--- src/rtl/sit_pkg.sv ---
// Shared types and constants for the sorted interval timer queue.
`timescale 1ns / 1ps
package sit_pkg;

  localparam int MAX_RESULTS = 16;
  localparam int NW = $clog2(MAX_RESULTS);

  localparam logic [2:0] KIND_STARTED    = 3'd0;
  localparam logic [2:0] KIND_BOTH_ZERO  = 3'd1;
  localparam logic [2:0] KIND_NO_HANDLER = 3'd2;
  localparam logic [2:0] KIND_FULL       = 3'd3;
  localparam logic [2:0] KIND_FIRED      = 3'd4;

  localparam logic CMD_TICK  = 1'b0;
  localparam logic CMD_START = 1'b1;

  typedef struct packed {
    logic        cmd;
    logic [31:0] initial_interval;
    logic [31:0] repeat_interval;
    logic [15:0] handler_tag;
  } in_t;

  typedef struct packed {
    logic [2:0]  kind;
    logic [31:0] timer_id;
    logic [15:0] fired_tag;
    logic        last;
  } out_t;

  typedef struct packed {
    logic [63:0] expiry;
    logic [31:0] period;
    logic [31:0] id;
    logic [15:0] tag;
  } entry_t;

  typedef enum logic [1:0] {
    OP_HOLD,
    OP_INSERT,
    OP_POP
  } cell_op_t;

  typedef struct packed {
    cell_op_t op;
    entry_t   ins;
  } cell_ctl_t;

  typedef enum logic [1:0] {
    ST_IDLE,
    ST_START,
    ST_FIRE,
    ST_REINS
  } state_t;

endpackage

--- src/rtl/sit_stack.sv ---
// Shift-register stack for periodic entries awaiting re-insertion.
`timescale 1ns / 1ps
module sit_stack #(
  parameter int DEPTH = 16
) (
  input  logic            clk,
  input  logic            rst_n,
  input  logic            push,
  input  logic            pop,
  input  sit_pkg::entry_t din,
  output sit_pkg::entry_t top,
  output logic            empty
);

  localparam int SW = $clog2(DEPTH + 1);

  sit_pkg::entry_t s_r [DEPTH];
  logic [SW-1:0]   sp_r;
  logic [SW-1:0]   sp_nxt;

  assign top   = s_r[0];
  assign empty = (sp_r == '0);

  always_comb begin
    sp_nxt = sp_r;
    if (push) sp_nxt = sp_r + SW'(1);
    else if (pop) sp_nxt = sp_r - SW'(1);
  end

  always_ff @(posedge clk) begin
    if (!rst_n) begin
      sp_r <= '0;
    end else begin
      sp_r <= sp_nxt;
    end
  end

  always_ff @(posedge clk) begin
    for (int i = 0; i < DEPTH; i++) begin
      if (push) s_r[i] <= (i == 0) ? din : s_r[(i == 0) ? 0 : i - 1];
      else if (pop) s_r[i] <= (i == DEPTH - 1) ? s_r[i] : s_r[(i == DEPTH - 1) ? i : i + 1];
    end
  end

endmodule
--- config.mk ---
export PLATFORM = sky130hd
export DESIGN_NAME = sit_stack
export DESIGN_NICKNAME = d
export VERILOG_FILES = /design/src/rtl/sit_pkg.sv /design/src/rtl/sit_stack.sv
export SDC_FILE = /design/constraint.sdc
export NUM_CORES = 2
export LEC_CHECK = 0
export ABC_AREA = 1
export BUFFER_PORTS_ARGS = -buffer_cell sky130_fd_sc_hd__buf_2
export CAP_MARGIN = 20
export CORE_AREA = 2 2 443 445
export CTS_CLUSTER_SIZE = 8
export DETAILED_ROUTE_END_ITERATION = 8
export DIE_AREA = 0 0 445 447
export PLACE_DENSITY_LB_ADDON = 0.2
export SETUP_SLACK_MARGIN = 0.2
export SYNTH_ARGS = -nofsm -noshare
export SYNTH_HDL_FRONTEND = slang
export SYNTH_SLANG_ARGS = --single-unit
--- constraint.sdc ---
create_clock -name clk -period 72.4 [get_ports clk]
set_input_delay 14.48 -clock clk [delete_from_list [all_inputs] [get_ports clk]]
set_output_delay 14.48 -clock clk [all_outputs]
set_load 0.01 [all_outputs]
## Yosys cells after proc, flatten, opt, wreduce, memory -nomap -nowiden

Memory sizes are Yosys's and may differ from the RTL's.
Cells that the tools add are included.

| word-level totals | value |
|---|---|
| output and inout bits | 145 |
| word-level logic and storage cells | 45 |
| flip-flop bits (word level) | 5 |
| bits in writable memories | 2,304 |
| memories | 1 |
| input port bits | 148 |

| operators by class | value |
|---|---|
| reduce and logical (&&, ||, !) cells | 2 |
| bitwise logic cells | 16 |
| mux-type cells | 23 |
| $add $sub $neg | 2 |

Memories:

| name | depth | bits a word | read ports | clocked after Yosys merged registers in | wr ports | line | source |
|---|---|---|---|---|---|---|---|
| s_r | 16 | 144 | 16 | 0 | 16 | sit_stack.sv:17 | `sit_pkg::entry_t s_r [DEPTH];` |

Operator list:

| operator | number |
|---|---|
| $mux W144 | 16 |
| $or A1 B1 Y1 | 16 |
| $mux W5 | 2 |
| $add A5 B1 Y5 const B | 1 |
| $logic_not A5 Y1 | 1 |
| $mux W1 | 5 |
| $sub A5 B1 Y5 const B | 1 |
| $reduce_bool A2 Y1 | 1 |

## Longest topological paths before layout

| depth | value |
|---|---|
| depth after elaboration | 4 |
| depth in mapped cells | 9 |
| depth with buffers taken out | 9 |

## Worst setup path after synthesis

No wires, ideal clock.

| timing path | value |
|---|---|
| path type | input to register |
| start | input port push |
| end | register sp_r[0] |
| slack | 13.517 ns |
| library setup time | 1.668 ns |
| stages | 3 |
| path buffers | 0 |
| required time | 70.732 ns |
| arrival | 57.215 ns |
| cell sequence | nor2_1 inv_1 a21oi_1 |

| between the ends | value |
|---|---|
| cells in the longest elaborated chain, start to end | 1 |
| elaborated cells between the ends (all ways) | 2 |
| classes of those cells | 1 x mux; 1 x reduce/logical |

Ends and longest elaborated chain:

| what | line | source |
|---|---|---|
| start: declaration | sit_stack.sv:8 | `input logic push,` |
| $mux W5 / $reduce_bool A2 Y1 (equally long branches) | n/a |  |
| end signal: assignment | sit_stack.sv:34 | `sp_r <= sp_nxt;` |
| end: declaration | sit_stack.sv:18 | `logic [SW-1:0] sp_r;` |

Several ways; a longest one is shown, not always the timed one.
A chain may end at the register's enable or synchronous reset.

==> qor.yml <==
drv_cap: 0
hold_violations: 0
dp_slack_ns: 49.19
fin_tns_setup_ns: 0
worst_ir_drop_vdd_mv: 0.0212
synth_nets: 5374
cts_inserted_buffers: 339
leakage_nw: 39.5
cp-end-kind: "flop"
cts_setup_buffers: 0
cts_resized: 0
rr_worst_depth: 6
r2r_slack_ns: 71.00
crit_arrival_ns: 22.74
clock-root-buffer: "clkbuf_16"
cts_tree: "done"
ant_nets: 0
port_buffers: 292
syn_inst: 5222
ys_ff_latch: 2309
synth_cell_type_count: 24
num_vias: 43600
max_freq_ghz: 0.0452
grt_max_degree: 211
drc: 0
initial_utilization_pct: 49.8
final_cells: 8205
fin_skew_ns: 0.0515
cts.reportedPaths.clkPinSlew_ns: 0.05
min_path_cells: 0
r2r_end: "sp_r[3]"
yosys_warnings: 0
ys_seq_area_share_pct: 71.6
hold_class: "reg -> reg"
postSynthAreaPerCell_um2: 18.5
wl_um: 144000
relSlewSlack_pct: 18.4
first_pass_iters: 7
power.total_mw: 3.50
finalCritPeriodShare_pct: 30.5
layout_common_cells: "2304 x edfxtp_1, 1602 x mux2_2, 347 x clkbuf_16"
placed_cells: 7832
die_area_um2: 199000
synth_top_area_cell: "edfxtp_1"
areaGrowthSynthToFinish_pct: 11.7
power_density_nw_per_um2: 32.4
die_w_um: 445
worst_slack_ns: 50.29
drt-wirelength-per-cell_um: 17.6
drive_gt1_share_pct: 42.5
timing.critical_path.fanout_max: 207
num-nets-final: 5787
place_congestion: 0.704
grt_usage_pct: 14.2
insertion_delay_ns: 0.91
crit_chain: "buf_6 -> inv_2 -> nand2_8 -> buf_12 -> buf_4 -> buf_4 -> buf_4 -> buf_4 -> buf_4 -> buf_4 -> buf_4 -> mux2_2"
rows: 162
syn_area_um2: 96800
ctsHoldBuffers: 0
timing_worst_setup_path_type: "in -> reg"
cp_top_family: "buffers and inverters"
antenna_found_initial: 1
grt_pass1_vias: 45300
r2r_start: "sp_r[2]"
hold_path_end: "s_r[15][78]"
htreeDepth: 5
synth_top_cell_area_share_pct: 71.5
synth_area_leaders: "edfxtp_1 72%, mux2_2 19%, buf_6 2.3%"
fin_crit_ns: 22.11
cts.sinks: 2309
cpMostUsedCell: "buf_4"
final_common_cell: "edfxtp_1"
startpoint_type: "primary input"
whs_ns: 0.394
cpPeakStageDelay_ns: 0.82
die_h_um: 447
hold_path.startpoint: "s_r[14][78]"
slowest_stage: "buf_4"
outcome: "finished clean"
rsz0062_at_grt: "no"
drt_iter0_drc: 3015
overflow: 0
grt_pass1_wl_um: 234000
core_um2: 194000
dpl.hpwl_um: 79700
viasPerCell: 5.31
setup_viol: 0
final-max-slew-violation-count: 0
cts.path.max_buffers: 4
max_slew.worst_pin.slew_ns: 1.22
cp.required_ns: 73.03
critPathBufInv: 10
io_pins: 293
-- sequential cells by signal, summed over array words and instances, names as in the netlist --
register,flops
s_r,2304
sp_r,5
-- per-stage QoR --
step           util (%)  area, um2
6_report           55.7     108000
5_1_grt            55.7     108000
4_1_cts            55.6     108000
3_3_place_gp       51.1      99200
3_5_place_dp       51.1      99200
2_1_floorplan         -      96800
-- routing by layer --
layer	vias up	global-route usage, %	wire length, um
li1	20800	-	-
met1	21900	19.5	66600
met2	594	22.4	68300
met3	314	2.90	5180
met4	0	5.14	3980
met5	-	0	0
-- power by group --
part	internal [mW]	switching (mW)	leakage [nW]	total, mW
Combinational	0.172	0.118	11.7	0.291
Sequential	1.76	0.105	23.5	1.86
Clock	0.836	0.512	4.34	1.35
Total	2.76	0.736	39.5	3.50
-- cell type report --
| type | count | area [um2] |
|---|---|---|
| Inverter | 151 | 574 |
| Clock buffer | 359 | 8730 |
| Sequential cell | 2309 | 69300 |
| Antenna cell | 1 | 2.50 |
| Tap cell | 2542 | 3180 |
| Timing Repair Buffer | 345 | 2050 |
| Clock inverter | 9 | 95.1 |
| Multi-Input combinational cell | 2489 | 24200 |
| Fill cell | 15100 | 86100 |
-- logic make-up (layout without fill, tap and decap cells) --
logic type      after synthesis  after routing  synth area share, %
compound gates              298            298                 1.54
mux                        1870           1870                 22.2
fa+ha+maj                     4              4               0.0595
xor+xnor                      1              1              0.00905
flops                      2309           2309                 71.6
other cells                   0              1                    0
buf+inv                     424            864                 3.39
simple gates                316            316                 1.24
-- synth_stat cells (all sizes together) --
library cell,n
dfxtp,5
a21oi,149
xnor2,1
o21ai,148
nand3,6
clkbuf,15
nand2,156
inv,151
ha,3
nor2,152
or2,1
a21boi,1
edfxtp,2304
buf,258
mux2,1870
fa,1
nor3,1
-- worst max path at each step --
| stage | start | endpoint | slack (ns) | depth (start not counted) |
|---|---|---|---|---|
| 5_1_grt | push | s_r[9][124] | 49.47 | 12 |
| 3_3_place_gp | push | s_r[7][114] | 49.22 | 12 |
| 6_report | push | s_r[0][121] | 50.29 | 12 |
| 3_5_place_dp | push | s_r[5][113] | 49.19 | 12 |
| 2_1_floorplan | push | sp_r[0] | 13.52 | 3 |
| 4_1_cts | push | s_r[9][124] | 50.14 | 12 |
Note: power is estimated with default switching activity, not from simulation.
