$ cat src/rtl/sit_pkg.sv
// Shared types and constants for the sorted interval timer queue.
`timescale 1ns / 1ps
package sit_pkg;

  localparam int MAX_RESULTS = 16;
  localparam int NW = $clog2(MAX_RESULTS);

  localparam logic [2:0] KIND_STARTED    = 3'd0;
  localparam logic [2:0] KIND_BOTH_ZERO  = 3'd1;
  localparam logic [2:0] KIND_NO_HANDLER = 3'd2;
  localparam logic [2:0] KIND_FULL       = 3'd3;
  localparam logic [2:0] KIND_FIRED      = 3'd4;

  localparam logic CMD_TICK  = 1'b0;
  localparam logic CMD_START = 1'b1;

  typedef struct packed {
    logic        cmd;
    logic [31:0] initial_interval;
    logic [31:0] repeat_interval;
    logic [15:0] handler_tag;
  } in_t;

  typedef struct packed {
    logic [2:0]  kind;
    logic [31:0] timer_id;
    logic [15:0] fired_tag;
    logic        last;
  } out_t;

  typedef struct packed {
    logic [63:0] expiry;
    logic [31:0] period;
    logic [31:0] id;
    logic [15:0] tag;
  } entry_t;

  typedef enum logic [1:0] {
    OP_HOLD,
    OP_INSERT,
    OP_POP
  } cell_op_t;

  typedef struct packed {
    cell_op_t op;
    entry_t   ins;
  } cell_ctl_t;

  typedef enum logic [1:0] {
    ST_IDLE,
    ST_START,
    ST_FIRE,
    ST_REINS
  } state_t;

endpackage

$ cat src/rtl/sit_cell.sv
// One slot of the sorted queue: holds an entry and shifts with its neighbours.
`timescale 1ns / 1ps
module sit_cell (
  input  logic               clk,
  input  sit_pkg::cell_ctl_t ctl,
  input  logic               occ,
  input  logic               left_lt,
  input  sit_pkg::entry_t    left_e,
  input  sit_pkg::entry_t    right_e,
  output logic               lt,
  output sit_pkg::entry_t    e
);

  sit_pkg::entry_t e_r;
  sit_pkg::entry_t e_nxt;

  assign lt = occ && (e_r.expiry < ctl.ins.expiry);
  assign e  = e_r;

  always_comb begin
    e_nxt = e_r;
    case (ctl.op)
      sit_pkg::OP_INSERT: begin
        // keep smaller entries, take the new one at the boundary, shift the rest right
        if (lt) e_nxt = e_r;
        else if (left_lt) e_nxt = ctl.ins;
        else e_nxt = left_e;
      end
      sit_pkg::OP_POP: e_nxt = right_e;
      default: e_nxt = e_r;
    endcase
  end

  always_ff @(posedge clk) begin
    e_r <= e_nxt;
  end

endmodule

$ cat config.mk
export PLATFORM = sky130hd
export DESIGN_NAME = sit_cell
export DESIGN_NICKNAME = d
export VERILOG_FILES = /design/src/rtl/sit_pkg.sv /design/src/rtl/sit_cell.sv
export SDC_FILE = /design/constraint.sdc
export NUM_CORES = 1
export LEC_CHECK = 0
export BUFFER_PORTS_ARGS = -buffer_cell sky130_fd_sc_hd__buf_2
export CAP_MARGIN = 20
export CORE_AREA = 5 5 222 224
export CTS_CLUSTER_DIAMETER = 60
export DETAILED_ROUTE_END_ITERATION = 6
export DIE_AREA = 0 0 227 229
export MAX_ROUTING_LAYER = met4
export PLACE_DENSITY_LB_ADDON = 0.1
export SYNTH_ARGS = -nofsm -noshare
export SYNTH_HDL_FRONTEND = slang
export SYNTH_SLANG_ARGS = --single-unit
$ cat constraint.sdc
create_clock -name clk -period 31.8 [get_ports clk]
set_input_delay 6.36 -clock clk [delete_from_list [all_inputs] [get_ports clk]]
set_output_delay 6.36 -clock clk [all_outputs]
set_load 0.005 [all_outputs]
After elaboration in Yosys (flattened, before gate mapping):

Index checks and enable logic that the tools add are counted.
Widths: inputs -> output; s select.

* reduce and logical (&&, ||, !) cells: 3
* order comparisons: 1
* equal/unequal tests: 3
* multiplexer cells: 3

Operators by type and width (count)
* $mux 144: 2
* $pmux 144 s2: 1
* $lt 64x64->1: 1
* $eq 2x1->1 const B: 1
* $eq 2x2->1 const B: 1
* $ne 2x2->1 const B: 1
* $reduce_and 2->1: 1
* $reduce_bool 2->1: 1
* $logic_and 1x1->1: 1

* logic and storage cells: 14
* output and inout port bits: 145
* input bits: 437
* flip-flop bits (word level): 144

Longest topological paths before layout:

Gate-level depths: netlist (run 1).

* word-level depth: 4
* mapped depth: 8
* depth with buffers taken out: 8

Worst setup path before layout (run 1):

No wires, ideal clock.

* kind: input to register
* from: input port ctl[126] (netlist name)
* to: register e_r, in the netlist e[0], enable pin
* slack: 16.075 ns
* data arrival time: 15.000 ns
* setup time: 0.725 ns
* stages: 7
* data required time: 31.075 ns
* buffers on the path: 0
* cells stage by stage: inv_1 -> ha_1 -> nand4_1 -> nor4_1 -> and2_2 -> a211oi_2 -> a32oi_1

* word-level cells in the longest chain between the ends: 4

Ends and longest elaborated chain
* start, declared: line sit_cell.sv:5 `input sit_pkg::cell_ctl_t ctl,`
* $lt 64x64->1: line sit_cell.sv:17 `assign lt = occ && (e_r.expiry < ctl.ins.expiry);`
* $logic_and 1x1->1: line sit_cell.sv:17
* $ne 2x2->1 (no source line)
* $reduce_and 2->1 (no source line)
* end signal, assigned: line sit_cell.sv:35 `e_r <= e_nxt;`
* end, declared: line sit_cell.sv:14 `sit_pkg::entry_t e_r;`

No other way between the ends.
A chain may end at the register's enable or synchronous reset.

Worst setup path after layout (run 1):

* from: input port ctl[126] (netlist name)
* to: output port lt

* word-level cells in the longest chain between the ends: 2

Ends and longest elaborated chain
* $lt 64x64->1: line sit_cell.sv:17
* $logic_and 1x1->1: line sit_cell.sv:17
* end, declared: line sit_cell.sv:10 `output logic lt,`

No other way between the ends.

==> summary.md, run 1 <==
| Metric | Value |
|---|---|
| Flop2flop setup slack | `27,840 ps` |
| Run status | `complete, no violations` |
| Root Driver | `clkbuf_16` |
| Row count | `80` |
| Synth-to-Final Area Change | `46.3%` |
| I/O pins | `582` |
| Sink Count | `144` |
| WS Path Type | `in2out` |
| Mapped cell area | `0.00896 mm²` |
| PwrDens | `44.5 mW/mm²` |
| GP Congestion | `0.812` |
| Initial antenna violation count | `17` |
| Total track usage | `15.4%` |
| Minimum clock period after layout | `14,770 ps` |
| Place WS | `17,010 ps` |
| Fin. max-slew vios | `0` |
| Clk_skew | `14.2 ps` |
| Max_slew headroom | `34.2%` |
| Pwr Total | `583 µW` |
| Main synth FF type | `edfxtp_1` |
| # hold bufs at CTS | `0` |
| Flop and latch count out of synthesis | `144` |
| IO buf count | `581` |
| Ys Warns | `0` |
| Clock transition at path regs | `60 ps` |
| Initial DRC Count | `321` |
| Critical Path RT | `25,440 ps` |
| Critical Path Fanout Max | `5` |
| Largest net degree at the start of global routing | `211` |
| DP Cell Count | `2,014` |
| Worst Max-Slew Pin Slew | `988 ps` |
| Hold Path Class | `reg2reg` |
| Ratio of cells with drive above 1 in the final layout | `44.2%` |
| Max_cap viols | `0` |
| Post-cts repair resize count | `0` |
| Drt pass-1 iters | `4` |
| Post-Syn Nets | `1,359` |
| CTS Buf Count | `17` |
| Die area | `0.0520 mm²` |
| First-pass GRT wire length | `56.8 mm` |
| Sequential-to-total area share from yosys stat | `48.2%` |
| Detailed-route via count | `8,447` |
| Ys async rst share | `0%` |
| TritonCTS clock tree | `built` |
| Vias in the first global route | `9,062` |
| Fillers | `5,150` |
| Unrepaired setup endpoints after global routing | `false` |
| Die X | `227 µm` |
| Clk Latency, worst-skew pair | `470 ps` |
| Worst Setup Start Kind | `primary input` |
| Wirelength, routed | `40.0 mm` |
| Setup-failing EPs final | `0` |
| EDFF count, synth | `144` |
| Fin crit share | `46.5%` |
| LEAKAGE | `6.29 nW` |
| Vias/cell | `4.12` |
| Final core occ | `27.8%` |
| Setup WS post-layout | `17,030 ps` |
| Maximum clock frequency | `67.7 MHz` |
| Placed wire-length estimate | `32.9 mm` |
| Layout net count | `1,918` |
| VDD IR max | `0.0000336 V` |
| Post-CTS setup repair buffer count | `0` |
| CTS max path bufs | `2` |
| Non-Filler Instances | `2,051` |
| Drc violations | `0` |
| Starting density of the core | `19.0%` |
| Core Region | `0.0471 mm²` |
| Die height | `229 µm` |
| Synth cell types | `43` |
| Syn avg cell area | `10.4 µm²` |
| Antenna-violating nets left | `0` |
| Arr. time, crit path | `8410 ps` |
| WL/cell | `19.5 µm` |
| Setup crit end kind | `output port` |
| Final hold vios | `0` |
| H-tree levels | `4` |
| GR Overflow Total | `0` |
| Syn Inst Count | `859` |
| Largest register FFs | `144` |
| Final TNS setup | `0 ps` |
## cells in the mapped netlist, types with 2 or more instances
cell type    n  share of area [%]
a211oi_2     2               0.28
nand2_1    160                6.7
ha_1        63                8.8
o211ai_1     2               0.17
nand4_1      8               0.56
and4_2       3               0.34
o21ai_0     45                2.5
nor2_1       4               0.17
o21a_1       3               0.25
a21o_1       3               0.25
buf_1        4               0.17
nor4_1       3               0.21
edfxtp_1   144                 48
buf_2       18                1.0
clkbuf_1    24                1.0
nand3_1      5               0.28
o21ai_1    110                6.1
a21oi_1     25                1.4
inv_1       65                2.7
mux2i_1    144                 16
nor3_1       2               0.11
## cell usage in the layout (no fill, tap or decap), drive strengths merged, types with 2 or more instances in the layout
cell type  count
a21o           4
clkinv         5
clkbuf        20
a211oi         3
nor4           3
a221o          2
o21ai        155
nand4          8
and4           4
edfxtp       144
nor2           4
mux2i        144
clkinvlp       3
nand2        160
o211ai         2
o21a           3
bufinv         3
a21oi         25
buf          587
nand3          5
nand2b         2
inv           67
nor3           3
ha            63
diode          5
## per-layer routing
metal  track usage [%]  vias to the layer above  share of wire, %
met2              27.1                      359                51
li1                  -                     4231                 -
met3              5.48                       50               8.6
met4              3.85                        0               1.6
met5                 -                        -                 0
met1              16.6                     3807                39
## metrics by stage
step	instance area (µm²)	hold WS [ps]
after floorplan	8960	3880
after global placement	12500	1360
after detailed placement	12500	1380
after CTS	13100	1400
after global routing	13100	1450
final	13100	1350
## cell families (layout without fill, tap and decap cells)
logic type | Yosys count | after routing | synth area share (%)
AO/OA/AOI/OAI | 201 | 201 | 12.4
multiplexers | 144 | 144 | 16.1
AND/OR/NAND/NOR | 194 | 194 | 9.21
other | 0 | 5 | 0
buffers and inverters | 113 | 685 | 5.29
flip-flops | 144 | 144 | 48.2
adder cells (fa/ha/maj) | 63 | 63 | 8.80
## report_power, final
group / switching [mW] / internal, mW / leakage, nW
registers: 0.00706 / 0.235 / 1.38
logic: 0.0705 / 0.0581 / 4.63
clock network: 0.0893 / 0.123 / 0.281
total: 0.167 / 0.416 / 6.29
## cell type report
class	count	area, µm²	area share [%]
diodes	5	12.5	0.0954
clock buffers	19	433	3.30
clock inverters	13	161	1.23
inverters	65	244	1.86
multi-input cells	602	4190	31.9
flip-flops and latches	144	4320	33.0
well taps	615	769	5.87
repair buffers	588	2980	22.7
## worst max-delay path, stage by stage
cell and delay (ps):
buf_2 100, inv_1 50, ha_1 310, nand4_1 200, nor4_1 580, and2_2 280
nand3_1 60, o211ai_1 190, a21oi_1 100, buf_2 180
## path summary, 6_finish.rpt
kind,start,to,cells past startpoint
max reg2reg,e[142]$_DFFE_PP_,e[14]$_DFFE_PP_,9
min reg2reg,e[103]$_DFFE_PP_,e[115]$_DFFE_PP_,4
max,ctl[126],lt,10
min,e[103]$_DFFE_PP_,e[115]$_DFFE_PP_,4
Power figures use the tool's default switching activity.
==> inputs of run 2 (changes only) <==
Settings changed: CORE_AREA 5 5 222 224 to 5 5 225 227, DIE_AREA 0 0 227 229 to 0 0 230 232.
Clock period 31.8 ns to 15 ns, I/O delays scaled along.
==> summary.md, run 2 (synthesis results as in run 1) <==
| Metric | Value |
|---|---|
| Initial antenna violation count | `23` |
| Met2 usage | `25.7%` |
| Arr. time, crit path | `4980 ps` |
| Vias/cell | `4.12` |
| Critical Path RT | `12,000 ps` |
| Die height | `232 µm` |
| Worst Max-Slew Pin Slew | `1040 ps` |
| Met1 usage | `16.9%` |
| Clk pwr share | `38.0%` |
| Post-cts repair resize count | `0` |
| Crit path to | `lt` |
| Post-CTS setup repair buffer count | `0` |
| GR Overflow Total | `0` |
| Row count | `81` |
| Core Region | `0.0484 mm²` |
| RR Endpoint | `e[7]$_DFFE_PP_` |
| Antenna-violating nets left | `0` |
| CP peak stage delay | `490 ps` |
| Place WS | `6960 ps` |
| Drt pass-1 iters | `4` |
| Most Frequent Cell on Critical Path | `buf_2` |
| Setup-failing EPs final | `0` |
| Register share of total power | `40.4%` |
| Layer with the highest usage | `met2` |
| Max_cap viols | `0` |
| Gate power share | `21.6%` |
| Setup WS post-layout | `7020 ps` |
| Crit path max-delay cell type | `a211oi_1` |
| Max_slew headroom | `30.9%` |
| Maximum clock frequency | `125 MHz` |
| Total track usage | `15.4%` |
| Run status | `complete, no violations` |
| Detailed-route via count | `8,522` |
| TritonCTS clock tree | `built` |
| Fin. max-slew vios | `0` |
| Final TNS setup | `0 ps` |
| # hold bufs at CTS | `0` |
| IO buf count | `581` |
| Initial DRC Count | `316` |
| Fin crit share | `53.2%` |
| Reg-to-reg startpoint | `e[143]$_DFFE_PP_` |
| Pwr Total | `1.27 mW` |
| Minimum clock period after layout | `7980 ps` |
| First-pass GRT wire length | `58.3 mm` |
| Hold Path Class | `reg2reg` |
| GP Congestion | `0.826` |
| Pint | `915 µW` |
| Clock transition at path regs | `60 ps` |
| Unrepaired setup endpoints after global routing | `false` |
| Fillers | `5,222` |
| Ratio of cells with drive above 1 in the final layout | `44.2%` |
| Die area | `0.0534 mm²` |
| Critical path depth | `10` |
| H-tree levels | `4` |
| Worst Setup Start Kind | `primary input` |
| I/O pins | `582` |
| Setup crit end kind | `output port` |
| CP Buf/Inv Count | `3` |
| VDD IR max | `0.0000791 V` |
| WS Path Type | `in2out` |
| Final hold vios | `0` |
| Clk Latency, worst-skew pair | `480 ps` |
| Critical Path Start | `ctl[94]` |
| Placed wire-length estimate | `33.8 mm` |
| Starting density of the core | `18.5%` |
| CTS Buf Count | `17` |
| Hold path cells | `5` |
| Critical Path Fanout Max | `3` |
| Clk_skew | `20.8 ps` |
| NetSw | `356 µW` |
| Switching Share | `28.0%` |
| Die X | `230 µm` |
| CP delay by family, top | `compound AO/OA/AOI/OAI gates` |
| Wirelength, routed | `41.1 mm` |
| Largest register FFs | `144` |
| Critical path, cell by cell | `buf_2, inv_1, ha_1, and3_2, o21ai_0, o41ai_2, a211oi_1, o211ai_1, a21oi_1, buf_2` |
| Commonest non-fill, non-tap cells in the layout | `buf_2, nand2_1, mux2i_1, edfxtp_1, o21ai_1` |
| Layout net count | `1,918` |
| Synth-to-Final Area Change | `47.2%` |
| Root Driver | `clkbuf_16` |
| Largest net degree at the start of global routing | `203` |
| Flop2flop setup slack | `11,300 ps` |
| Worst hold slack | `1460 ps` |
| CTS max path bufs | `2` |
| LEAKAGE | `6.31 nW` |
| PwrDens | `96.4 mW/mm²` |
| FF-to-FF path depth | `9` |
| Vias in the first global route | `9,210` |
| Most common cell after layout, fill and taps aside | `buf_2` |
| Sink Count | `144` |
| Grt met3 use | `5.34%` |
| Drc violations | `0` |
| WL/cell | `19.9 µm` |
run 2: cell types whose count changed in the layout (fill, tap and decap cells not counted):
cell	before	now
clkinv_1	1	3
clkinvlp_4	3	2
clkbuf_1	2	1
diode_2	5	14
clkinv_2	2	0
bufinv_16	3	5
run 2: how the worst min path moves through the flow:
| stage | from | end | slack (ps) |
|---|---|---|---|
| finish | e[127]$_DFFE_PP_ | e[6]$_DFFE_PP_ | 1460 |
| global route | e[127]$_DFFE_PP_ | e[6]$_DFFE_PP_ | 1600 |
| CTS | e[127]$_DFFE_PP_ | e[5]$_DFFE_PP_ | 1530 |
| detailed placement | e[127]$_DFFE_PP_ | e[6]$_DFFE_PP_ | 1500 |
| global placement | e[127]$_DFFE_PP_ | e[100]$_DFFE_PP_ | 1510 |
| floorplan | right_e[0] | e[0]$_DFFE_PP_ | 3190 |
run 2: final cells by class:
type	instances	area, µm²	area share, %
multi-input combinational	602	4190	31.8
sequential	144	4320	32.8
timing repair buffer	588	2980	22.6
clock inverter	14	211	1.60
tap	622	778	5.90
antenna	14	35.0	0.266
clock buffer	18	429	3.25
inverter	65	244	1.85
run 2: power by group through the flow:
stage | clock network [mW] | registers, mW | logic [mW]
CTS | 0.511 | 0.515 | 0.284
finish | 0.483 | 0.514 | 0.275
global placement | 0 | 0.522 | 0.285
detailed placement | 0 | 0.523 | 0.282
floorplan | 0 | 0.537 | 0.121
global route | 0.524 | 0.518 | 0.310
run 2: metal layers:
metal | part of all wire [%] | wire length, µm
met4 | 3.0 | 1230
met1 | 40 | 16300
met5 | 0 | 0
met2 | 49 | 20200
met3 | 8.2 | 3370
run 2: worst reg2reg max path: cells and delay by family (launching register included):
| kind | cells | cell delay (ps) |
|---|---|---|
| AOI/OAI and AO/OA | 3 | 760 |
| adders and majority gates | 1 | 310 |
| DFF | 1 | 400 |
| buffers and inverters | 2 | 1110 |
| and+or+nand+nor | 3 | 690 |
run 2: per-stage QoR:
| step | std cells | util [%] | area, µm² |
|---|---|---|---|
| final | 2067 | 27.2 | 13200 |
| after floorplan | 859 | - | 8960 |
| after detailed placement | 2021 | 25.8 | 12500 |
| after global routing | 2065 | 27.2 | 13200 |
| after CTS | 2053 | 27.2 | 13200 |
| after global placement | 2021 | 25.8 | 12500 |
==> inputs of run 3 (changes only) <==
Clock period 15 ns to 8.19 ns, I/O delays scaled along.
==> summary.md, run 3 (synthesis results as in run 1) <==
| Metric | Value |
|---|---|
| Fin. max-slew vios | `0` |
| Gate power share | `22.4%` |
| Starting density of the core | `18.5%` |
| Minimum clock period after layout | `5390 ps` |
| Final TNS setup | `0 ps` |
| Worst Max-Slew Pin Slew | `971 ps` |
| IO buf count | `581` |
| Core Region | `0.0484 mm²` |
| Critical Path Fanout Max | `3` |
| Die height | `232 µm` |
| Largest net degree at the start of global routing | `92` |
| Placed wire-length estimate | `34.2 mm` |
| LEAKAGE | `6.29 nW` |
| Switching Share | `29.7%` |
| Die area | `0.0534 mm²` |
| CP peak stage delay | `460 ps` |
| # hold bufs at CTS | `0` |
| VDD IR max | `0.000128 V` |
| Met1 usage | `16.5%` |
| CP Buf/Inv Count | `3` |
| Met2 usage | `26.3%` |
| Layout net count | `1,918` |
| Register share of total power | `41.6%` |
| Die X | `230 µm` |
| NetSw | `670 µW` |
| Pint | `1.59 mW` |
| Clk_skew | `23.6 ps` |
| First-pass GRT wire length | `57.9 mm` |
| Worst Setup Start Kind | `primary input` |
| Root Driver | `clkbuf_16` |
| Post-CTS setup repair buffer count | `0` |
| Row count | `81` |
| Drc violations | `0` |
| Drt pass-1 iters | `4` |
| Flop2flop setup slack | `4470 ps` |
| Setup crit end kind | `output port` |
| Ratio of cells with drive above 1 in the final layout | `44.2%` |
| Clk Latency, worst-skew pair | `490 ps` |
| Critical Path RT | `6550 ps` |
| Fin crit share | `65.8%` |
| Vias/cell | `4.10` |
| Max_slew headroom | `35.1%` |
| Initial antenna violation count | `15` |
| CTS max path bufs | `2` |
| Fillers | `5,327` |
| Setup-failing EPs final | `0` |
| Layer with the highest usage | `met2` |
| Most Frequent Cell on Critical Path | `buf_2` |
| I/O pins | `582` |
| Largest register FFs | `144` |
| GP Congestion | `0.852` |
| Arr. time, crit path | `3750 ps` |
| Run status | `complete, no violations` |
| Commonest non-fill, non-tap cells in the layout | `buf_2, nand2_1, mux2i_1, edfxtp_1, o21ai_1` |
| TritonCTS clock tree | `built` |
| Initial DRC Count | `276` |
| Antenna-violating nets left | `0` |
| Crit path max-delay cell type | `a211oi_1` |
| Wirelength, routed | `41.1 mm` |
| Design Area, Final | `0.0131 mm²` |
| H-tree levels | `4` |
| WS Path Type | `in2out` |
| Synth-to-Final Area Change | `46.3%` |
| Grt met3 use | `5.99%` |
| Detailed-route via count | `8,447` |
| PwrDens | `172 mW/mm²` |
| Sink Count | `144` |
| Unrepaired setup endpoints after global routing | `false` |
| Clk pwr share | `35.9%` |
| Pwr Total | `2.26 mW` |
| CTS Buf Count | `17` |
| Final hold vios | `0` |
| WL/cell | `20.0 µm` |
| Maximum clock frequency | `185 MHz` |
| Placed inst area | `0.0125 mm²` |
| CP delay by family, top | `compound AO/OA/AOI/OAI gates` |
| GR Overflow Total | `0` |
| Non-Filler Instances | `2,058` |
| Critical path, cell by cell | `buf_2, inv_1, ha_1, and3_2, o21ai_0, o41ai_2, a211oi_1, o211ai_1, a21oi_1, buf_2` |
| DP Cell Count | `2,021` |
| Total track usage | `15.4%` |
| Worst hold slack | `1430 ps` |
| Vias in the first global route | `8,916` |
| Post-cts repair resize count | `0` |
| Hold Path Class | `in2reg` |
| Max_cap viols | `0` |
| Most common cell after layout, fill and taps aside | `buf_2` |
| Clock transition at path regs | `70 ps` |
## run 3: tightest hold or removal path: stages
cell and delay, ps:
buf_2 70, nand2_1 40, o21ai_1 60
## run 3: power by group through the flow
stage	clock (mW)	combinational (mW)	sequential, mW
3_5_place_dp	0	0.523	0.957
2_1_floorplan	0	0.222	0.973
3_3_place_gp	0	0.524	0.956
4_1_cts	0.856	0.524	0.942
5_1_grt	0.881	0.571	0.948
6_report	0.812	0.506	0.940
## run 3: final timing paths
kind | depth (start not counted) | to | startpoint
setup / recovery | 10 | lt | ctl[94]
hold / removal | 3 | e[131]$_DFFE_PP_ | right_e[131]
setup reg to reg | 8 | e[67]$_DFFE_PP_ | e[143]$_DFFE_PP_
hold reg to reg | 5 | e[124]$_DFFE_PP_ | e[130]$_DFFE_PP_
## run 3: cell type report
class | count | area [µm²] | area share (%)
clock buffer | 17 | 425 | 3.24
antenna | 5 | 12.5 | 0.0954
inverter | 65 | 244 | 1.86
tap | 622 | 778 | 5.93
multi-input combinational | 602 | 4190 | 31.9
sequential | 144 | 4320 | 33.0
clock inverter | 15 | 159 | 1.21
timing repair buffer | 588 | 2980 | 22.7
## run 3: metal layers
layer  vias to the layer above  routed length, µm  part of all wire (%)
met4                         0                973                   2.4
met2                       381              20600                    50
met5                         -                  0                     0
met1                      3781              16000                    39
li1                       4234                  -                     -
met3                        51               3590                   8.7
## run 3: per-stage QoR
stage / utilization (%) / setup WS, ps
floorplan: - / 590
global placement: 25.8 / 2750
detailed placement: 25.8 / 2700
CTS: 27.0 / 2660
global route: 27.1 / 2660
finish: 27.1 / 2800
